--- src/design/gmt_pkg.sv ---
// ----------------------------------------------------------------------------
// gmt_pkg
// Shared types, command codes and saturating fixed-point helpers for the
// G-code motion tracker.
// ----------------------------------------------------------------------------
package gmt_pkg;

    // Width of the internal coordinate registers (Q16.16 at 32 bits).
    localparam int COORD_WIDTH = 32;

    // Width of the words on the ports.
    localparam int WORD_WIDTH  = 32;
    localparam int FUNC_WIDTH  = 10;

    localparam int IN_TDATA_WIDTH  = 4 * WORD_WIDTH;
    localparam int IN_TUSER_WIDTH  = FUNC_WIDTH + 4;
    localparam int OUT_TDATA_WIDTH = 6 * WORD_WIDTH;
    localparam int OUT_TUSER_WIDTH = 2;

    localparam logic [FUNC_WIDTH-1:0] CMD_RAPID   = FUNC_WIDTH'(0);
    localparam logic [FUNC_WIDTH-1:0] CMD_LINEAR  = FUNC_WIDTH'(1);
    localparam logic [FUNC_WIDTH-1:0] CMD_RELMOVE = FUNC_WIDTH'(7);
    localparam logic [FUNC_WIDTH-1:0] CMD_ABS     = FUNC_WIDTH'(90);
    localparam logic [FUNC_WIDTH-1:0] CMD_REL     = FUNC_WIDTH'(91);
    localparam logic [FUNC_WIDTH-1:0] CMD_SETPOS  = FUNC_WIDTH'(92);

    typedef enum logic [1:0] {
        KIND_NONE    = 2'd0,
        KIND_EXTRUDE = 2'd1,
        KIND_TRAVEL  = 2'd2
    } kind_t;

    typedef logic signed [COORD_WIDTH-1:0] coord_t;

    localparam logic [63:0] COORD_MAX_U = (64'd1 << (COORD_WIDTH - 1)) - 64'd1;
    localparam logic signed [63:0] COORD_MAX64 = signed'(COORD_MAX_U);
    localparam logic signed [63:0] COORD_MIN64 = ~COORD_MAX64;
    localparam coord_t COORD_MAX = {1'b0, {(COORD_WIDTH-1){1'b1}}};
    localparam coord_t COORD_MIN = {1'b1, {(COORD_WIDTH-1){1'b0}}};

    localparam logic signed [63:0] WORD_MAX64 = 64'sd2147483647;
    localparam logic signed [63:0] WORD_MIN64 = -64'sd2147483648;

    // One parsed command, as held in the input register.
    typedef struct packed {
        logic [FUNC_WIDTH-1:0]                func;
        logic [2:0]                           has;
        logic [2:0][WORD_WIDTH-1:0]           val;
        logic                                 has_e;
        logic [WORD_WIDTH-1:0]                e_value;
    } cmd_t;

    // One result, as held in the output register.
    typedef struct packed {
        kind_t                                kind;
        logic [2:0][WORD_WIDTH-1:0]           start_pos;
        logic [2:0][WORD_WIDTH-1:0]           end_pos;
    } res_t;

    function automatic coord_t sat_add(input coord_t a, input coord_t b);
        logic [COORD_WIDTH:0] s;
        s = {a[COORD_WIDTH-1], a} + {b[COORD_WIDTH-1], b};
        if (s[COORD_WIDTH] != s[COORD_WIDTH-1])
            return s[COORD_WIDTH] ? COORD_MIN : COORD_MAX;
        return s[COORD_WIDTH-1:0];
    endfunction

    function automatic coord_t sat_sub(input coord_t a, input coord_t b);
        logic [COORD_WIDTH:0] s;
        s = {a[COORD_WIDTH-1], a} - {b[COORD_WIDTH-1], b};
        if (s[COORD_WIDTH] != s[COORD_WIDTH-1])
            return s[COORD_WIDTH] ? COORD_MIN : COORD_MAX;
        return s[COORD_WIDTH-1:0];
    endfunction

    // Brings a port word into the coordinate range.
    function automatic coord_t to_coord(input logic [WORD_WIDTH-1:0] w);
        logic signed [63:0] wide;
        wide = 64'(signed'(w));
        if (wide > COORD_MAX64)
            return COORD_MAX;
        if (wide < COORD_MIN64)
            return COORD_MIN;
        return wide[COORD_WIDTH-1:0];
    endfunction

    // Clamps a coordinate into the signed range of a port word.
    function automatic logic [WORD_WIDTH-1:0] to_word(input coord_t v);
        logic signed [63:0] wide;
        wide = 64'(v);
        if (wide > WORD_MAX64)
            return WORD_MAX64[WORD_WIDTH-1:0];
        if (wide < WORD_MIN64)
            return WORD_MIN64[WORD_WIDTH-1:0];
        return wide[WORD_WIDTH-1:0];
    endfunction

endpackage

--- src/design/gcode_motion_tracker.sv ---
// ----------------------------------------------------------------------------
// gcode_motion_tracker
// Tracks the tool position across a stream of parsed G commands.
// ----------------------------------------------------------------------------
// Every accepted command yields exactly one result beat, by way of the input
// and output registers, and a new command is accepted in every cycle unless
// the output is stalled. The command is held in an input register, the saturating
// add and subtract on the held position produce the new state and end point
// in one pass, and the result is held in an output register; the position
// registers update when a command moves into the output register, so a
// following command sees the new position without waiting.
module gcode_motion_tracker
    import gmt_pkg::*;
(
    input  logic                       clk,
    input  logic                       rst_n,
    input  logic                       s_axis_tvalid,
    output logic                       s_axis_tready,
    // x_value, y_value, z_value, e_value
    input  logic [IN_TDATA_WIDTH-1:0]  s_axis_tdata,
    // func, has_x, has_y, has_z, has_e
    input  logic [IN_TUSER_WIDTH-1:0]  s_axis_tuser,
    output logic                       m_axis_tvalid,
    input  logic                       m_axis_tready,
    // start_x, start_y, start_z, end_x, end_y, end_z
    output logic [OUT_TDATA_WIDTH-1:0] m_axis_tdata,
    // move_kind
    output logic [OUT_TUSER_WIDTH-1:0] m_axis_tuser
);

    cmd_t in_reg;
    logic in_valid_reg;
    res_t out_reg;
    logic out_valid_reg;
    res_t res;
    cmd_t in_cmd;
    logic advance;

    assign in_cmd.func    = s_axis_tuser[FUNC_WIDTH-1:0];
    assign in_cmd.has     = s_axis_tuser[FUNC_WIDTH+2:FUNC_WIDTH];
    assign in_cmd.has_e   = s_axis_tuser[FUNC_WIDTH+3];
    assign in_cmd.val[0]  = s_axis_tdata[WORD_WIDTH-1:0];
    assign in_cmd.val[1]  = s_axis_tdata[2*WORD_WIDTH-1:WORD_WIDTH];
    assign in_cmd.val[2]  = s_axis_tdata[3*WORD_WIDTH-1:2*WORD_WIDTH];
    assign in_cmd.e_value = s_axis_tdata[4*WORD_WIDTH-1:3*WORD_WIDTH];

    assign advance       = in_valid_reg && (!out_valid_reg || m_axis_tready);
    assign s_axis_tready = !in_valid_reg || advance;

    gmt_state_unit u_state
    (
        .clk     (clk),
        .rst_n   (rst_n),
        .cmd     (in_reg),
        .advance (advance),
        .res     (res)
    );

    always_ff @(posedge clk or negedge rst_n)
    begin
        if (!rst_n)
        begin
            in_valid_reg  <= 1'b0;
            out_valid_reg <= 1'b0;
        end
        else
        begin
            if (s_axis_tready)
                in_valid_reg <= s_axis_tvalid;
            if (advance)
                out_valid_reg <= 1'b1;
            else if (m_axis_tready)
                out_valid_reg <= 1'b0;
        end
    end

    always_ff @(posedge clk)
    begin
        if (s_axis_tvalid && s_axis_tready)
            in_reg <= in_cmd;
        if (advance)
            out_reg <= res;
    end

    assign m_axis_tvalid = out_valid_reg;
    assign m_axis_tuser  = out_reg.kind;
    assign m_axis_tdata  = {out_reg.end_pos[2], out_reg.end_pos[1], out_reg.end_pos[0],
                            out_reg.start_pos[2], out_reg.start_pos[1],
                            out_reg.start_pos[0]};

    // An empty input register never holds off the upstream side.
    a_ready_when_empty: assert property (@(posedge clk) disable iff (!rst_n)
        !in_valid_reg |-> s_axis_tready)
        else $error("input stalled with an empty input register");

    // A held command moves on when the output register is free.
    a_moves_on: assert property (@(posedge clk) disable iff (!rst_n)
        in_valid_reg && !out_valid_reg |=> out_valid_reg)
        else $error("command did not reach the output register");

    // A stalled result beat stays put until the downstream side takes it.
    a_out_held: assert property (@(posedge clk) disable iff (!rst_n)
        m_axis_tvalid && !m_axis_tready |=>
        m_axis_tvalid && $stable(m_axis_tdata) && $stable(m_axis_tuser))
        else $error("result beat changed while stalled");

endmodule

--- src/design/gmt_state_unit.sv ---
// ----------------------------------------------------------------------------
// gmt_state_unit
// Holds the logical position, axis offsets, absolute position and mode, and
// works out the result of the command in the input register.
// ----------------------------------------------------------------------------
module gmt_state_unit
    import gmt_pkg::*;
(
    input  logic clk,
    input  logic rst_n,
    input  cmd_t cmd,
    input  logic advance,
    output res_t res
);

    coord_t log_reg  [3];
    coord_t off_reg  [3];
    coord_t abs_reg  [3];
    logic   mode_reg;

    coord_t log_next [3];
    coord_t off_next [3];
    coord_t abs_next [3];
    logic   mode_next;

    coord_t val_c    [3];
    coord_t log_sum  [3];
    kind_t  kind;
    logic   rel;
    logic   e_positive;

    assign e_positive = !cmd.e_value[WORD_WIDTH-1] && (cmd.e_value != '0);

    always_comb
    begin
        for (int i = 0; i < 3; i++)
        begin
            val_c[i]    = to_coord(cmd.val[i]);
            log_sum[i]  = sat_add(log_reg[i], val_c[i]);
            log_next[i] = log_reg[i];
            off_next[i] = off_reg[i];
        end
        mode_next = mode_reg;
        kind      = KIND_NONE;
        rel       = (cmd.func == CMD_RELMOVE) || !mode_reg;

        case (cmd.func)
            CMD_RAPID, CMD_LINEAR, CMD_RELMOVE:
            begin
                for (int i = 0; i < 3; i++)
                begin
                    if (cmd.has[i])
                        log_next[i] = rel ? log_sum[i] : val_c[i];
                end
                if (cmd.has_e && e_positive)
                    kind = KIND_EXTRUDE;
                else if (cmd.has != 3'b000)
                    kind = KIND_TRAVEL;
            end
            CMD_ABS:
            begin
                mode_next = 1'b1;
            end
            CMD_REL:
            begin
                mode_next = 1'b0;
            end
            CMD_SETPOS:
            begin
                // A bare set-position zeroes the logical position and folds
                // the whole absolute position into the offsets.
                if (cmd.has == 3'b000 && !cmd.has_e)
                begin
                    for (int i = 0; i < 3; i++)
                    begin
                        off_next[i] = abs_reg[i];
                        log_next[i] = '0;
                    end
                end
                else
                begin
                    for (int i = 0; i < 3; i++)
                    begin
                        if (cmd.has[i])
                        begin
                            log_next[i] = val_c[i];
                            off_next[i] = sat_sub(abs_reg[i], val_c[i]);
                        end
                    end
                end
            end
            default:
            begin
                mode_next = mode_reg;
            end
        endcase

        for (int i = 0; i < 3; i++)
        begin
            abs_next[i]         = sat_add(off_next[i], log_next[i]);
            res.start_pos[i]    = to_word(abs_reg[i]);
            res.end_pos[i]      = to_word(abs_next[i]);
        end
        res.kind = kind;
    end

    always_ff @(posedge clk or negedge rst_n)
    begin
        if (!rst_n)
        begin
            for (int i = 0; i < 3; i++)
            begin
                log_reg[i] <= '0;
                off_reg[i] <= '0;
                abs_reg[i] <= '0;
            end
            mode_reg <= 1'b1;
        end
        else if (advance)
        begin
            for (int i = 0; i < 3; i++)
            begin
                log_reg[i] <= log_next[i];
                off_reg[i] <= off_next[i];
                abs_reg[i] <= abs_next[i];
            end
            mode_reg <= mode_next;
        end
    end

    // The held absolute X position always matches offset plus logical X position.
    a_abs_consistent: assert property (@(posedge clk) disable iff (!rst_n)
        abs_reg[0] == sat_add(off_reg[0], log_reg[0]))
        else $error("absolute X out of step with offset and logical X");

    // Commands other than moves and set-position leave the position untouched.
    a_other_stable: assert property (@(posedge clk) disable iff (!rst_n)
        advance && cmd.func != CMD_RAPID && cmd.func != CMD_LINEAR &&
        cmd.func != CMD_RELMOVE && cmd.func != CMD_SETPOS
        |=> $stable(abs_reg[0]) && $stable(abs_reg[1]) && $stable(abs_reg[2]))
        else $error("position changed on a non-motion command");

    // Mode commands take effect on the next command.
    a_mode_rel: assert property (@(posedge clk) disable iff (!rst_n)
        advance && cmd.func == CMD_REL |=> !mode_reg)
        else $error("relative mode not set");

endmodule

--- config.mk ---
export PLATFORM = sky130hd
export DESIGN_NAME = gcode_motion_tracker
export DESIGN_NICKNAME = d
export VERILOG_FILES = /design/src/design/gmt_pkg.sv /design/src/design/gcode_motion_tracker.sv /design/src/design/gmt_state_unit.sv
export SDC_FILE = /design/constraint.sdc
export NUM_CORES = 2
export LEC_CHECK = 0
export BUFFER_PORTS_ARGS = -buffer_cell sky130_fd_sc_hd__buf_2
export CORE_AREA = 3 3 425 427
export CTS_BUF_LIST = sky130_fd_sc_hd__clkbuf_16
export CTS_CLUSTER_DIAMETER = 40
export DETAILED_ROUTE_END_ITERATION = 8
export DIE_AREA = 0 0 428 430
export SYNTH_ARGS = -nofsm -noshare
export SYNTH_HDL_FRONTEND = slang
export SYNTH_SLANG_ARGS = --single-unit
export TNS_END_PERCENT = 100
--- constraint.sdc ---
create_clock -name clk -period 8.6 [get_ports clk]
set_input_delay 0.43 -clock clk [delete_from_list [all_inputs] [get_ports clk]]
set_output_delay 0.43 -clock clk [all_outputs]
set_load 0.02 [all_outputs]
==> run metrics <==
final non-filler cell total=approximately 7.7k; tightest slew margin relative to the limit=0.1601; count of max-cap constraint violations=0; CTS max path bufs=3; leak pwr=approximately 24 nW; post-synth net total=5,283; VDD IR max=141.0 uV; CP Data Required Time=9.25 ns; deepest level of the CTS H-tree=4; detailed-route vias per instance=5.264; kind of path behind the tightest hold check=primary input to flop; maximum fanout encountered on the critical timing path=34; Yosys cell types=112; detailed-routed wire length on met2=79.86 mm; final count of negative-setup-slack endpoints=0; count of TritonRoute iterations in the first routing pass=7; post-route met1 wirelength=74.59 mm; portion of the post-synthesis area used by sequential elements=0.3937; final layout net count=5,657; arrival time at the worst endpoint=8.78 ns; number of buffer cells added on primary ports=roughly 340; drt first-iter violations=3,581; area growth from synthesis to final layout=23.34%; number of endpoints with negative hold slack in the final report=0; global-route wire length before repair=between 200 and 300 mm; DRT antenna net count=0; total length of routed met3 wires=11.33 mm; starting utilization of the core area=0.2500; Core Rows=154; number of clock sinks=~630; fraction of registers with async set/reset=0.4641; fraction of post-synthesis cell area in the top cell type by area=0.2286; Setup Crit Path Kind=flop to flop; highest clock rate=123.1 MHz; post-synthesis instance total=4,832; clock tree from TritonCTS=done; cell count after placement=7,264; top area cells in the synthesized netlist=sky130_fd_sc_hd__edfxtp_1, sky130_fd_sc_hd__dfrtp_1, sky130_fd_sc_hd__ha_1, sky130_fd_sc_hd__o21ai_0, sky130_fd_sc_hd__a21oi_1; CP peak stage delay=0.52 ns; Die Width=~430 um; clock slew at the register clock pins of the worst setup and hold paths=0.05 ns; overall track demand over capacity in global routing=0.1818; vias in the first global route=38.81k; Worst Setup End Kind=flop; HPWL Detailed=130.0 mm; predominant post-synthesis flop cell=sky130_fd_sc_hd__edfxtp_1; Least-Margin Pin Slew=1.260 ns; most numerous cell on the critical path=sky130_fd_sc_hd__ha_1; number of I/O pins=~340; routability congestion estimate from global placement=0.9828; clk_lat worst skew=0.78 ns; routed vias=between 40k and 50k; result of the run=finished, final reports clean; post-layout util=0.3084; final wirelength=between 150 and 200 mm; slack of the worst reg-to-reg path=0.48 ns; pin count of the biggest net entering global routing=about 140; area of the core=176,500 um^2; ratio of final minimum period to clock period=0.9447; clock skew after layout=0.04181 ns; final critical-path required period=8.125 ns; clock root buffer=sky130_fd_sc_hd__clkbuf_16; average detailed-routed wire length per instance=22.55 um; CTS buffer count=136; startpoint class of the critical path=flop; flip-flop count of the largest register after layout=192; cell taking the most area after synthesis=sky130_fd_sc_hd__edfxtp_1; synthesized cell area=44,130 um^2; number of warning messages in the yosys log=0; die outline area=184,000 um^2; total power after layout=11.69 mW; RSZ-0062 raised after global routing=no; DRC viols=0; Slowest-stage cell, CP=sky130_fd_sc_hd__a2111oi_2; height of the die=430 um; count of flip-flops with a built-in enable after synthesis=336; share of final-layout standard cells stronger than drive strength 1=0.1640; number of antenna violations at the first check in global routing=10; top routing layer in use=met5; Slew Viols, Final=0; number of register bits inferred by synthesis=627; accumulated negative setup slack=0 ns; GRT overflow=0; average footprint of a synthesized cell=9.133 um^2; setup bufs post-CTS=0; ratio of total power to cell area=between 200 and 250 nW/um^2
-- critical path: cells and delay by family (launching register included) --
kind	cells	cell delay [ns]
adder cells (fa/ha/maj)	4	1.18
multiplexers	1	0.31
XOR/XNOR	1	0.10
buffers and inverters	3	0.56
AO/OA/AOI/OAI	17	4.69
flip-flops	1	0.41
AND/OR/NAND/NOR	3	0.71
-- Yosys cell counts (37+ instances only) --
cell type                  count
sky130_fd_sc_hd__xnor2_1     136
sky130_fd_sc_hd__o21a_1       54
sky130_fd_sc_hd__dfrtp_1     290
sky130_fd_sc_hd__ha_1        296
sky130_fd_sc_hd__xor2_1      100
sky130_fd_sc_hd__o21ai_1      40
sky130_fd_sc_hd__o211ai_1     85
sky130_fd_sc_hd__and3_1       41
sky130_fd_sc_hd__nor2_1      375
sky130_fd_sc_hd__o31ai_1      54
sky130_fd_sc_hd__a22o_1       42
sky130_fd_sc_hd__edfxtp_1    336
sky130_fd_sc_hd__inv_1       168
sky130_fd_sc_hd__nand2b_1     47
sky130_fd_sc_hd__nand4_1      39
sky130_fd_sc_hd__o21ai_0     405
sky130_fd_sc_hd__nand3_1      75
sky130_fd_sc_hd__a211oi_1     56
sky130_fd_sc_hd__a22oi_1      67
sky130_fd_sc_hd__a21o_1      162
sky130_fd_sc_hd__clkbuf_1    286
sky130_fd_sc_hd__nand2_1     460
sky130_fd_sc_hd__nor3_1       55
sky130_fd_sc_hd__a21oi_1     388
sky130_fd_sc_hd__buf_2        37
sky130_fd_sc_hd__mux2_2      109
sky130_fd_sc_hd__a31oi_1      81
-- where the power goes --
part	switching, mW	internal [mW]
Clock	1.96	3.42
Combinational	1.52	0.942
Sequential	0.332	3.52
-- metrics by stage --
stage	setup WS, ns	cell area (um^2)	hold WS (ns)
floorplan	1.185	44130	0.1344
global placement	0.4556	48210	0.4252
detailed placement	0.2611	48210	0.4277
CTS	0.1849	54370	0.05653
global route	0.02533	54420	0.09485
finish	0.4754	54430	0.08731
-- worst paths after layout --
path	from	to	cells past startpoint
max reg2reg	u_state.abs_reg[32]$_DFFE_PN0P_	u_state.abs_reg[44]$_DFFE_PN0P_	29
max in group asynchronous	rst_n	u_state.abs_reg[21]$_DFFE_PN0P_	4
min	m_axis_tready	m_axis_tvalid$_DFFE_PN0P_	3
min in group asynchronous	rst_n	u_state.abs_reg[39]$_DFFE_PN0P_	2
max	u_state.abs_reg[32]$_DFFE_PN0P_	u_state.abs_reg[44]$_DFFE_PN0P_	29
min reg2reg	u_state.off_reg[95]$_DFFE_PN0P_	u_state.off_reg[95]$_DFFE_PN0P_	2
-- final cells by class --
class | count | area, um^2
antenna | 4 | 10.01
clock buffer | 138 | 3453
clock inverter | 116 | 1269
fill | 18400 | 122100
inverter | 170 | 645.6
multi-input combinational | 3687 | 24790
sequential | 627 | 17370
tap | 2340 | 2928
timing repair buffer | 584 | 3964
-- what timing repair did --
item,4_1_cts,5_1_grt
gates resized for setup,0,7
setup endpoints to repair,0,114
hold buffers,144,0
hold endpoints to repair,199,0
-- cell families (layout without fill, tap and decap cells) --
kind of cell / after synthesis / after routing / synth area share
mux: 127 / 127 / 0.03190
other cells: 0 / 4 / 0
compound gates: 1752 / 1752 / 0.2610
xor+xnor: 238 / 238 / 0.04757
buf+inv: 518 / 1008 / 0.04687
flops: 627 / 627 / 0.3937
fa+ha+maj: 307 / 307 / 0.08846
simple gates: 1263 / 1263 / 0.1306
-- placed cells by master, fill, tap and decap left out, drive strengths merged, types with 59 or more instances in the layout --
master       netlist  layout
xor2             100     100
buf               60     440
a31oi             83      83
xnor2            138     138
nand2            463     463
dfrtp            290     290
a21o             162     162
ha               296     296
mux2             109     109
inv              169     213
clkbuf           288     138
nor2             376     376
a21oi            391     391
a22oi             67      67
edfxtp           336     336
o31ai             59      59
o211ai            87      87
o21ai            447     447
dlygate4sd3        0     144
nand3             75      75
-- per-layer routing --
layer	track usage	up-vias
met5	0	-
met4	0.07217	2
met3	0.03402	301
met2	0.2952	1573
met1	0.2381	19720
li1	-	18750
Power figures use the tool's default switching activity.
